[config.mk]
export PLATFORM = sky130hd
export DESIGN_NAME = ternary_tryte_alu_core
export DESIGN_NICKNAME = d
export VERILOG_FILES = /design/src/hdl/tta_pkg.sv /design/src/hdl/tta_serial.sv /design/src/hdl/ternary_tryte_alu_core.sv
export SDC_FILE = /design/constraint.sdc
export NUM_CORES = 1
export LEC_CHECK = 0
export ABC_CLOCK_PERIOD_IN_PS = 15900
export BUFFER_PORTS_ARGS = -buffer_cell sky130_fd_sc_hd__buf_4
export CORE_UTILIZATION = 55
export CTS_CLUSTER_DIAMETER = 50
export DETAILED_ROUTE_END_ITERATION = 8
export HOLD_SLACK_MARGIN = 0.02
export PLACE_DENSITY = 0.77
export SETUP_SLACK_MARGIN = 0.5
export SYNTH_ARGS = -nofsm -noshare
export SYNTH_HDL_FRONTEND = slang
export SYNTH_SLANG_ARGS = --single-unit
[constraint.sdc]
create_clock -name clk -period 15.9 [get_ports clk]
set_clock_uncertainty 0.1 [all_clocks]
set_input_delay 1.59 -clock clk [delete_from_list [all_inputs] [get_ports clk]]
set_output_delay 1.59 -clock clk [all_outputs]
set_load 0.02 [all_outputs]
[src/hdl/tta_pkg.sv]
package tta_pkg;
  localparam int TRITS = 6;
  localparam int FW = 2 * TRITS;
  localparam int RW = FW + 2;
  localparam int CW = 4;
  localparam int CNTW = $clog2(TRITS);
  localparam int AW = $clog2(TRITS + 1);
  localparam int VW = AW + 2;

  typedef enum logic [3:0] {
    CMD_ADD = 4'd0, CMD_SUB = 4'd1, CMD_MUL = 4'd2, CMD_DIV = 4'd3,
    CMD_ROTL = 4'd4, CMD_ROTR = 4'd5, CMD_ROTLC = 4'd6, CMD_ROTRC = 4'd7,
    CMD_AND = 4'd8, CMD_OR = 4'd9, CMD_XOR = 4'd10, CMD_CMP = 4'd11
  } cmd_t;

  typedef logic [1:0] trit_t;
  typedef logic [TRITS-1:0][1:0] tryte_t;
  typedef logic [TRITS:0][1:0] ext_t;

  typedef enum logic [3:0] {
    ST_IDLE = 4'b0001, ST_RUN = 4'b0010, ST_FIN = 4'b0100, ST_OUT = 4'b1000
  } state_t;

  function automatic trit_t fix_trit(input logic [1:0] t);
    fix_trit = (t == 2'd3) ? 2'd2 : t;
  endfunction

  // digit sum 0..8 split into {carry, digit}
  function automatic logic [3:0] tsum(input logic [3:0] s);
    if (s >= 4'd6) tsum = {2'd2, 2'(s - 4'd6)};
    else if (s >= 4'd3) tsum = {2'd1, 2'(s - 4'd3)};
    else tsum = {2'd0, s[1:0]};
  endfunction

  function automatic trit_t zero_code(input logic z);
    zero_code = z ? 2'd2 : 2'd0;
  endfunction

  // 1 - (a-1)(b-1)
  function automatic trit_t xor_trit(input trit_t a, input trit_t b);
    if (a == 2'd1 || b == 2'd1) xor_trit = 2'd1;
    else if (a == b) xor_trit = 2'd0;
    else xor_trit = 2'd2;
  endfunction
endpackage

[src/hdl/tta_serial.sv]
// trit-serial datapath: add/sub, shift-add mul, restoring div, rotate amounts
module tta_serial import tta_pkg::*; (
  input  logic          clk,
  input  logic          rst_n,
  input  logic          start,
  input  cmd_t          cmd,
  input  tryte_t        a,
  input  tryte_t        b,
  output logic          done,
  output tryte_t        lo,
  output tryte_t        hi,
  output trit_t         cout,
  output logic [AW-1:0] amt_rot,
  output logic [AW-1:0] amt_ring
);
  cmd_t op_r, op_nxt;
  tryte_t x_r, x_nxt, y_r, y_nxt, lo_r, lo_nxt, acc_r, acc_nxt;
  ext_t d2_r, d2_nxt;
  trit_t c_r, c_nxt;
  logic [AW-1:0] ar_r, ar_nxt, ag_r, ag_nxt;
  logic [CNTW-1:0] cnt_r, cnt_nxt;
  logic busy_r, busy_nxt;
  logic [3:0] ts;
  trit_t cy, yt;
  ext_t sum, t1, t2, r3, yb;
  logic ge1, ge2;
  logic [VW-1:0] vr, vg;

  assign done = busy_r && (cnt_r == CNTW'(TRITS - 1));
  assign lo = lo_r;
  assign hi = acc_r;
  assign cout = c_r;
  assign amt_rot = ar_r;
  assign amt_ring = ag_r;

  always_comb begin
    op_nxt = op_r; x_nxt = x_r; y_nxt = y_r; lo_nxt = lo_r; acc_nxt = acc_r;
    d2_nxt = d2_r; c_nxt = c_r; ar_nxt = ar_r; ag_nxt = ag_r;
    cnt_nxt = cnt_r; busy_nxt = busy_r;
    ts = '0; cy = '0; yt = '0; sum = '0; t1 = '0; t2 = '0; r3 = '0; yb = '0;
    ge1 = 1'b0; ge2 = 1'b0; vr = '0; vg = '0;
    if (start) begin
      busy_nxt = 1'b1; cnt_nxt = '0; op_nxt = cmd;
      x_nxt = a; y_nxt = b; lo_nxt = '0; acc_nxt = '0; ar_nxt = '0; ag_nxt = '0;
      c_nxt = (cmd == CMD_SUB) ? 2'd1 : 2'd0;
      // twice the divisor for the second quotient digit
      for (int i = 0; i < TRITS; i++) begin
        ts = tsum(4'(b[i]) + 4'(b[i]) + 4'(cy));
        d2_nxt[i] = ts[1:0];
        cy = ts[3:2];
      end
      d2_nxt[TRITS] = cy;
    end else if (busy_r) begin
      cnt_nxt = cnt_r + 1'b1;
      if (cnt_r == CNTW'(TRITS - 1)) busy_nxt = 1'b0;
      case (op_r)
        CMD_ADD, CMD_SUB: begin
          yt = (op_r == CMD_SUB) ? 2'd2 - y_r[0] : y_r[0];
          ts = tsum(4'(x_r[0]) + 4'(yt) + 4'(c_r));
          c_nxt = ts[3:2];
          lo_nxt = {ts[1:0], lo_r[TRITS-1:1]};
          x_nxt = {2'd0, x_r[TRITS-1:1]};
          y_nxt = {2'd0, y_r[TRITS-1:1]};
        end
        CMD_MUL: begin
          // acc += a * b digit, lsb digit of b first, low trit shifts out
          for (int i = 0; i < TRITS; i++) begin
            ts = tsum(4'(acc_r[i]) + ((y_r[0] != 2'd0) ? 4'(x_r[i]) : 4'd0)
                      + ((y_r[0] == 2'd2) ? 4'(x_r[i]) : 4'd0) + 4'(cy));
            sum[i] = ts[1:0];
            cy = ts[3:2];
          end
          sum[TRITS] = cy;
          lo_nxt = {sum[0], lo_r[TRITS-1:1]};
          acc_nxt = sum[TRITS:1];
          y_nxt = {2'd0, y_r[TRITS-1:1]};
        end
        CMD_DIV: begin
          // partial remainder times 3 plus next dividend trit, msb first
          r3 = {acc_r, x_r[TRITS-1]};
          yb = {2'd0, y_r};
          cy = 2'd1;
          for (int i = 0; i <= TRITS; i++) begin
            ts = tsum(4'(r3[i]) + 4'(2'd2 - yb[i]) + 4'(cy));
            t1[i] = ts[1:0];
            cy = ts[3:2];
          end
          ge1 = cy[0];
          cy = 2'd1;
          for (int i = 0; i <= TRITS; i++) begin
            ts = tsum(4'(r3[i]) + 4'(2'd2 - d2_r[i]) + 4'(cy));
            t2[i] = ts[1:0];
            cy = ts[3:2];
          end
          ge2 = cy[0];
          acc_nxt = ge2 ? t2[TRITS-1:0] : ge1 ? t1[TRITS-1:0] : r3[TRITS-1:0];
          lo_nxt = {lo_r[TRITS-2:0], ge2 ? 2'd2 : ge1 ? 2'd1 : 2'd0};
          x_nxt = {x_r[TRITS-2:0], 2'd0};
        end
        CMD_ROTL, CMD_ROTR, CMD_ROTLC, CMD_ROTRC: begin
          // amount modulo TRITS and TRITS+1, msb trit first
          vr = VW'({ar_r, 1'b0}) + VW'(ar_r) + VW'(y_r[TRITS-1]);
          if (vr >= VW'(2 * TRITS)) vr = vr - VW'(2 * TRITS);
          else if (vr >= VW'(TRITS)) vr = vr - VW'(TRITS);
          vg = VW'({ag_r, 1'b0}) + VW'(ag_r) + VW'(y_r[TRITS-1]);
          if (vg >= VW'(2 * (TRITS + 1))) vg = vg - VW'(2 * (TRITS + 1));
          else if (vg >= VW'(TRITS + 1)) vg = vg - VW'(TRITS + 1);
          ar_nxt = AW'(vr);
          ag_nxt = AW'(vg);
          y_nxt = {y_r[TRITS-2:0], 2'd0};
        end
        default: ;
      endcase
    end
  end

  always_ff @(posedge clk) begin
    if (!rst_n) begin
      busy_r <= 1'b0;
      cnt_r <= '0;
    end else begin
      busy_r <= busy_nxt;
      cnt_r <= cnt_nxt;
    end
  end

  always_ff @(posedge clk) begin
    op_r <= op_nxt; x_r <= x_nxt; y_r <= y_nxt; lo_r <= lo_nxt; acc_r <= acc_nxt;
    d2_r <= d2_nxt; c_r <= c_nxt; ar_r <= ar_nxt; ag_r <= ag_nxt;
  end
endmodule

[src/hdl/ternary_tryte_alu_core.sv]
// the input beat is taken in ST_IDLE; the trit-serial steps run in ST_RUN, the result
// is registered in ST_FIN and offered in ST_OUT, the same path for every command
// one item in flight, in_stall high until the result leaves; out_stall holds ST_OUT
// reset: rst_n synchronous, clears the status trits and the controller
module ternary_tryte_alu_core import tta_pkg::*; (
  input  logic        clk,
  input  logic        rst_n,
  input  logic        in_valid,
  output logic        in_stall,
  input  logic [CW-1:0] in_command,
  input  logic [FW-1:0] in_operand_a,
  input  logic [FW-1:0] in_operand_b,
  output logic        out_valid,
  input  logic        out_stall,
  output logic [FW-1:0] out_result_low,
  output logic [FW-1:0] out_result_high,
  output logic [1:0]  out_zero_trit,
  output logic [1:0]  out_carry_trit,
  output logic        out_divide_by_zero
);
  state_t st_r;
  tryte_t a_r, b_r, r_r, h_r, r_nxt, h_nxt, a_fix, b_fix;
  cmd_t cmd_r;
  trit_t cs_r, zs_r, cs_nxt, zs_nxt;
  logic dbz_r, dbz_nxt;
  logic ser_start, ser_done;
  tryte_t ser_lo, ser_hi;
  trit_t ser_cout;
  logic [AW-1:0] amt_rot, amt_ring;
  logic [2*FW-1:0] rot_l, rot_r;
  logic [2*RW-1:0] ring_l, ring_r;
  tryte_t rot_res, lg_res;
  logic [RW-1:0] ring_res;

  assign in_stall = (st_r != ST_IDLE);
  assign out_valid = (st_r == ST_OUT);
  assign out_result_low = FW'(r_r);
  assign out_result_high = FW'(h_r);
  assign out_zero_trit = zs_r;
  assign out_carry_trit = cs_r;
  assign out_divide_by_zero = dbz_r;

  assign ser_start = (st_r == ST_IDLE) && in_valid;

  always_comb begin
    for (int i = 0; i < TRITS; i++) begin
      a_fix[i] = fix_trit(in_operand_a[2*i +: 2]);
      b_fix[i] = fix_trit(in_operand_b[2*i +: 2]);
    end
  end

  tta_serial u_serial (
    .clk      (clk),
    .rst_n    (rst_n),
    .start    (ser_start),
    .cmd      (cmd_t'(in_command)),
    .a        (a_fix),
    .b        (b_fix),
    .done     (ser_done),
    .lo       (ser_lo),
    .hi       (ser_hi),
    .cout     (ser_cout),
    .amt_rot  (amt_rot),
    .amt_ring (amt_ring)
  );

  // rotates on a doubled copy; the ring puts the carry trit above the msb
  assign rot_l = {a_r, a_r} << {amt_rot, 1'b0};
  assign rot_r = {a_r, a_r} >> {amt_rot, 1'b0};
  assign rot_res = (cmd_r == CMD_ROTL) ? rot_l[2*FW-1:FW] : rot_r[FW-1:0];
  assign ring_l = {cs_r, a_r, cs_r, a_r} << {amt_ring, 1'b0};
  assign ring_r = {cs_r, a_r, cs_r, a_r} >> {amt_ring, 1'b0};
  assign ring_res = (cmd_r == CMD_ROTLC) ? ring_l[2*RW-1:RW] : ring_r[RW-1:0];

  always_comb begin
    for (int i = 0; i < TRITS; i++) begin
      case (cmd_r)
        CMD_AND: lg_res[i] = (a_r[i] < b_r[i]) ? a_r[i] : b_r[i];
        CMD_OR:  lg_res[i] = (a_r[i] > b_r[i]) ? a_r[i] : b_r[i];
        CMD_XOR: lg_res[i] = xor_trit(a_r[i], b_r[i]);
        default: lg_res[i] = 2'd2 - a_r[i];
      endcase
    end
  end

  always_comb begin
    r_nxt = '0; h_nxt = '0; dbz_nxt = 1'b0; cs_nxt = cs_r; zs_nxt = zs_r;
    case (cmd_r)
      CMD_ADD: begin
        r_nxt = ser_lo; cs_nxt = ser_cout; zs_nxt = zero_code(ser_lo == '0);
      end
      CMD_SUB: begin
        r_nxt = ser_lo; cs_nxt = (ser_cout == 2'd1) ? 2'd2 : 2'd1;
        zs_nxt = zero_code(ser_lo == '0);
      end
      CMD_MUL: begin
        r_nxt = ser_lo; h_nxt = ser_hi; cs_nxt = 2'd0;
        zs_nxt = zero_code(ser_lo == '0 && ser_hi == '0);
      end
      CMD_DIV: begin
        if (b_r == '0) begin
          r_nxt = {TRITS{2'd2}}; h_nxt = a_r; dbz_nxt = 1'b1;
        end else begin
          r_nxt = ser_lo; h_nxt = ser_hi;
        end
        cs_nxt = 2'd0; zs_nxt = zero_code(a_r == '0);
      end
      CMD_ROTL, CMD_ROTR: begin
        r_nxt = rot_res; zs_nxt = zero_code(rot_res == '0);
      end
      CMD_ROTLC, CMD_ROTRC: begin
        // rotate by zero keeps both status trits
        if (amt_ring == '0) r_nxt = a_r;
        else begin
          r_nxt = ring_res[FW-1:0]; cs_nxt = ring_res[RW-1:FW];
          zs_nxt = zero_code(ring_res[FW-1:0] == '0);
        end
      end
      CMD_AND, CMD_OR, CMD_XOR, CMD_CMP: begin
        r_nxt = lg_res; zs_nxt = zero_code(lg_res == '0);
      end
      default: ;
    endcase
  end

  always_ff @(posedge clk) begin
    if (!rst_n) begin
      st_r <= ST_IDLE; cs_r <= '0; zs_r <= '0; dbz_r <= 1'b0;
    end else begin
      case (st_r)
        ST_IDLE: if (in_valid) begin
          a_r <= a_fix; b_r <= b_fix;
          cmd_r <= cmd_t'(in_command);
          st_r <= ST_RUN;
        end
        ST_RUN: if (ser_done) st_r <= ST_FIN;
        ST_FIN: begin
          r_r <= r_nxt; h_r <= h_nxt; dbz_r <= dbz_nxt;
          cs_r <= cs_nxt; zs_r <= zs_nxt;
          st_r <= ST_OUT;
        end
        ST_OUT: if (!out_stall) st_r <= ST_IDLE;
        default: st_r <= ST_IDLE;
      endcase
    end
  end
endmodule

==> out/metrics.yaml, run 1 <==
post-route-period-util_pct: 85.18
cts_setup_buffers: 0
arrival_ns: 13.75
ys_types: 76
hold_path.class: "flop to flop"
portBuffers: 61
cpPeakStageDelay_ns: 0.60
first_global_vias: 12480
tns_ns: 0
ios: 63
drtIter0Drc: 1606
routabilityCongestion: 0.9398
die_y_um: 166.2
synth_async_sr_flop_share_pct: 0
crit_fanout: 12
clk_pin_slew_ns: 0.07
synth_seq_cells: 138
worst_slew_pin_slew_ns: 1.191
worstSetupStartpointType: "flop"
clockBufferDepth: 2
rsz0062_at_grt: "false"
grt_max_degree: 52
grt_pass1_wl_um: 65820
slew_headroom_pct: 20.58
finalSetupViolCount: 0
maxSlewViolCount: 0
synth_edf_count: 96
crit_required_ns: 16.11
antenna_found_initial: 1
yosys_warnings: 0
netlist_area_mm2: 0.01484
overflow: 0
critPathMostFrequentCell: "fa_1"
fmax_ghz: 0.07384
cts_max_level: 4
drcViolationCount: 10
drive_above_1_share_pct: 11.30
clkSinkCount: 138
start_util_pct: 56.46
numCtsBuffers: 17
vias: 12810
synth_area_leaders: "edfxtp_1 19%, ha_1 14%, mux4_2 7.9%"
fin_nets: 1894
synth_top_area_cell: "edfxtp_1"
synth-seq-area-share_pct: 25.10
core_mm2: 0.02628
detail_route.wl_per_cell_um: 20.83
clk_latency_ns: 0.45
min_period_ns: 13.54
holdWs_ns: 0.3998
cts_root_buffer: "clkbuf_16"
rows: 59
dpl.hpwl_um: 30410
maxCapViolCount: 0
endpoint_kind: "flop"
syn_avg_cell_area_um2: 9.019
nFillCells: 2202
grt_util_all_layers_pct: 30.21
cp_slowest_cell: "fa_1"
yosys.area.top_type_share_pct: 19.43
area_growth_pct: 8.180
hold_viol_final: 0
wirelength_um: 41280
routed_via_density: 6.461
violations: "DRC"
dieWidth_um: 166.2
die_area_mm2: 0.02764
synth_ff_type: "edfxtp_1"
antenna_left: 0
cts_tree: "yes"
worstSetupPathType: "flop to flop"
cts_resized: 0
synth_cells: 1645
status: "complete, but fails checks"
dr.pass1.iters: 9
holdBufCountCts: 0
## flip-flops by register name (all words and copies together), names as in the netlist
register and count:
st_r 4, out_result_high 12, u_serial.hi 12, u_serial.cnt_r 3, u_serial.busy_r 1, u_serial.amt_rot 3
u_serial.x_r 12, out_zero_trit 1, u_serial.y_r 12, cmd_r 4, u_serial.d2_r 14, a_r 12
u_serial.amt_ring 3, out_result_low 12, b_r 12, out_divide_by_zero 1, u_serial.lo 12, out_carry_trit 2
u_serial.cout 2, u_serial.op_r 4
## critical path, delay by kind of cell, from the launching register on
family | cells | cell delay, ns
DFF | 1 | 0.44
buffers and inverters | 4 | 0.31
and+or+nand+nor | 9 | 1.17
AOI/OAI and AO/OA | 10 | 1.70
adders and majority gates | 24 | 9.68
## logic make-up after synthesis
family	synth area share, %
muxes	9.133
xor gates and xnor gates	2.952
buffers and inverters	6.435
DFF	25.10
adders and majority gates	22.25
and+or+nand+nor	17.51
AOI/OAI and AO/OA	16.58
other	0.05062
## final timing paths
| kind | endpoint | from | cells after the start | slack (ns) |
|---|---|---|---|---|
| max reg2reg | u_serial.hi[9]$_SDFFE_PP0P_ | u_serial.y_r[0]$_DFFE_PP_ | 47 | 2.36 |
| max | u_serial.hi[9]$_SDFFE_PP0P_ | u_serial.y_r[0]$_DFFE_PP_ | 47 | 2.36 |
| min | u_serial.cnt_r[1]$_SDFFE_PP0P_ | u_serial.cnt_r[1]$_SDFFE_PP0P_ | 2 | 0.40 |
| min reg2reg | u_serial.cnt_r[1]$_SDFFE_PP0P_ | u_serial.cnt_r[1]$_SDFFE_PP0P_ | 2 | 0.40 |
## synthesized netlist by cell type (10+ instances only)
cell type	count
o211ai_1	29
nor4_1	21
mux2i_1	15
a31oi_1	31
a21o_1	11
xor2_1	17
a22o_1	17
nor2_1	143
a21oi_1	60
o22ai_1	13
clkbuf_1	85
a221oi_1	10
nor3_1	76
nand2b_1	43
buf_2	13
a211oi_1	16
fa_1	58
ha_1	171
edfxtp_1	96
xnor2_1	33
buf_1	13
and2_1	18
inv_1	133
o21ai_0	104
nor2b_1	45
dfxtp_1	42
mux4_2	52
nand2_1	137
nand3_1	12
a311oi_1	11
## through the flow
step | worst slack [ns] | utilization (%) | cells | instance area (µm²)
final | 2.357 | 61.07 | 1982 | 16050
after global routing | 1.660 | 61.06 | 1981 | 16050
after CTS | 2.376 | 61.06 | 1981 | 16050
after detailed placement | 2.493 | 58.75 | 1949 | 15440
after global placement | 2.963 | 58.75 | 1949 | 15440
after floorplan | 3.313 | - | 1646 | 14840
## cell type report
type / instances / area (µm²) / area share, %
sequential: 138 / 3725 / 23.21
timing repair buffer: 82 / 615.6 / 3.835
multi-input combinational: 1261 / 10180 / 63.42
clock inverter: 14 / 180.2 / 1.123
clock buffer: 18 / 429.2 / 2.674
antenna: 1 / 2.502 / 0.01559
inverter: 133 / 499.2 / 3.110
tap: 335 / 419.2 / 2.611
## cell usage in the layout (no fill, tap or decap), types with 7 or more instances in the layout
cell | netlist | routed
ha_1 | 171 | 171
nor2_1 | 143 | 143
nand2_1 | 137 | 136
inv_1 | 133 | 132
o21ai_0 | 104 | 104
edfxtp_1 | 96 | 96
buf_4 | 3 | 82
nor3_1 | 76 | 76
a21oi_1 | 60 | 60
fa_1 | 58 | 58
mux4_2 | 52 | 52
nor2b_1 | 45 | 45
nand2b_1 | 43 | 43
dfxtp_1 | 42 | 41
xnor2_1 | 33 | 33
a31oi_1 | 31 | 31
o211ai_1 | 29 | 29
nor4_1 | 21 | 21
and2_1 | 18 | 18
xor2_1 | 17 | 17
a22o_1 | 17 | 17
clkbuf_16 | 0 | 17
a211oi_1 | 16 | 16
mux2i_1 | 15 | 15
o22ai_1 | 13 | 13
nand3_1 | 12 | 12
a21o_1 | 11 | 11
a311oi_1 | 11 | 11
a221oi_1 | 10 | 10
nand4_1 | 9 | 9
o31ai_1 | 8 | 8
a22oi_1 | 7 | 7
## layer usage
metal  track usage [%]  share of wire (%)  up-vias
met3             5.672                8.6      134
li1                  -                  -     5907
met1             37.79                 39     6087
met2             51.37                 49      678
met5                 0                  0        -
met4             12.48                3.8        0
Power of run 1 is not shown: default switching activity piles up to over one toggle a cycle in this logic, so the estimate is an artifact.
==> inputs of run 2 (changes only) <==
--- a/config.mk
+++ b/config.mk
@@ -7,11 +7,11 @@
 export LEC_CHECK = 0
 export ABC_CLOCK_PERIOD_IN_PS = 15900
 export BUFFER_PORTS_ARGS = -buffer_cell sky130_fd_sc_hd__buf_4
-export CORE_UTILIZATION = 55
+export CORE_UTILIZATION = 50
 export CTS_CLUSTER_DIAMETER = 50
 export DETAILED_ROUTE_END_ITERATION = 8
 export HOLD_SLACK_MARGIN = 0.02
-export PLACE_DENSITY = 0.77
+export PLACE_DENSITY = 0.72
 export SETUP_SLACK_MARGIN = 0.5
 export SYNTH_ARGS = -nofsm -noshare
 export SYNTH_HDL_FRONTEND = slang
==> run 2 against run 1 <==
  * The flow now finishes without violations
  * Final area hardly changed
  * Non-clock buffer count is 3 lower
  * First-iteration DRC count is 2.3% lower
  * Global-route usage is 3.2 points lower
  * Via count is 1.4% lower
  * Utilization is 5.6 points lower
  * Sequential share of layout area hardly changed
  * Critical path depth is 1 higher
  * Register-to-register slack better by 0.15 ns
  * Sequential cell count stayed put
  * Fmax is 1.1% higher
  * Count of clock-buffer cells in the layout is 1 lower
  * Largest cell class unchanged
==> out/metrics.yaml, run 2 (synthesis results as in run 1) <==
finalSetupViolCount: 0  # unchanged
endpoint_kind: "flop"  # unchanged
grt_util_all_layers_pct: 27.01  # was 30.21%
clockBufferDepth: 2  # unchanged
status: "finished clean"  # was complete, but fails checks
grt_max_degree: 52  # unchanged
vias: 12630  # was 12810
drive_above_1_share_pct: 11.20  # was 11.30%
numCtsBuffers: 17  # unchanged
detail_route.wl_per_cell_um: 20.13  # was 20.83 µm
arrival_ns: 13.60  # was 13.75 ns
die_area_mm2: 0.03037  # was 0.02764 mm²
hold_viol_final: 0  # unchanged
antenna_left: 0  # unchanged
maxCapViolCount: 0  # unchanged
rows: 62  # was 59
drcViolationCount: 0  # was 10
critPathMostFrequentCell: "fa_1"  # unchanged
clkSinkCount: 138  # unchanged
layout_common_cells: "171 x ha_1, 143 x nor2_1, 136 x nand2_1"  # unchanged
fmax_ghz: 0.07467  # was 0.07384 GHz
worst_slew_pin_slew_ns: 1.132  # was 1.191 ns
grt_pass1_wl_um: 64040  # was 65820 µm
worstSetupPathType: "flop to flop"  # unchanged
dr.pass1.iters: 9  # unchanged
clk_pin_slew_ns: 0.06  # was 0.07 ns
min_period_ns: 13.39  # was 13.54 ns
die_y_um: 174.3  # was 166.2 µm
crit_fanout: 12  # unchanged
ios: 63  # unchanged
cp_slowest_cell: "fa_1"  # unchanged
rsz0062_at_grt: "false"  # unchanged
tns_ns: 0  # unchanged
fin_nets: 1891  # was 1894
routabilityCongestion: 0.9386  # was 0.9398
core_mm2: 0.02894  # was 0.02628 mm²
largest-register: "u_serial.d2_r"  # unchanged
portBuffers: 61  # unchanged
cpPeakStageDelay_ns: 0.58  # was 0.60 ns
cts_root_buffer: "clkbuf_16"  # unchanged
clk_latency_ns: 0.45  # about the same
dpl.hpwl_um: 30220  # was 30410 µm
largest_reg_flops: 14  # unchanged
crit_required_ns: 16.10  # was 16.11 ns
slew_headroom_pct: 24.20  # was 20.58%
drtIter0Drc: 1569  # was 1606
area_growth_pct: 8.256  # was 8.180%
cts_setup_buffers: 0  # unchanged
cts_resized: 0  # unchanged
layout_commonest_cell: "ha_1"  # unchanged
overflow: 0  # unchanged
dieWidth_um: 174.3  # was 166.2 µm
first_global_vias: 12060  # was 12480
hold_path.class: "flop to flop"  # unchanged
routed_via_density: 6.229  # was 6.461
post-route-period-util_pct: 84.23  # was 85.18%
worstSetupStartpointType: "flop"  # unchanged
antenna_found_initial: 0  # was 1
cts_max_level: 4  # unchanged
wirelength_um: 40830  # was 41280 µm
holdBufCountCts: 0  # unchanged
cts_tree: "yes"  # unchanged
maxSlewViolCount: 0  # unchanged
start_util_pct: 51.28  # was 56.46%
run 2: path summary, 6_finish.rpt:
path                                      from                           endpoint  slack, ns  cells past startpoint
min          u_serial.amt_ring[2]$_SDFFE_PP0P_  u_serial.amt_ring[2]$_SDFFE_PP0P_       0.39                      2
min reg2reg  u_serial.amt_ring[2]$_SDFFE_PP0P_  u_serial.amt_ring[2]$_SDFFE_PP0P_       0.39                      2
max reg2reg          u_serial.y_r[0]$_DFFE_PP_        u_serial.hi[9]$_SDFFE_PP0P_       2.51                     48
max                  u_serial.y_r[0]$_DFFE_PP_        u_serial.hi[9]$_SDFFE_PP0P_       2.51                     48
run 2: final cells by class:
class | instances | area (µm²)
diodes | 1 | 2.502
well taps | 384 | 480.5
inverters | 133 | 499.2
fillers | 2561 | 12870
clock inverters | 15 | 156.4
repair buffers | 79 | 593.1
multi-input cells | 1261 | 10180
flip-flops and latches | 138 | 3725
clock buffers | 17 | 425.4
run 2: per-layer routing:
layer | up-vias | wire, µm | global-route usage, %
met5 | - | 0 | 0
met4 | 0 | 1538 | 11.99
met3 | 105 | 3373 | 5.577
met2 | 582 | 19440 | 44.31
met1 | 6047 | 16470 | 34.33
li1 | 5898 | - | -
run 2: critical path, delay by kind of cell (launching register included):
family,cells,cell delay [ns]
AO/OA/AOI/OAI,10,1.67
adder cells (fa/ha/maj),24,9.50
AND/OR/NAND/NOR,10,1.26
flip-flops,1,0.43
buffers and inverters,4,0.28
run 2: per-stage QoR:
| stage | cells | utilization (%) | cell area (µm²) | hold WS, ns | setup slack, ns |
|---|---|---|---|---|---|
| floorplan | 1646 | - | 14840 | 0.3697 | 3.313 |
| global placement | 1995 | 53.49 | 15480 | 0.3502 | 2.954 |
| detailed placement | 1995 | 53.49 | 15480 | 0.3754 | 2.541 |
| CTS | 2027 | 55.50 | 16060 | 0.3843 | 2.525 |
| global route | 2027 | 55.50 | 16060 | 0.4075 | 1.770 |
| finish | 2028 | 55.51 | 16060 | 0.3870 | 2.507 |
Power of run 2 is left out for the same reason.
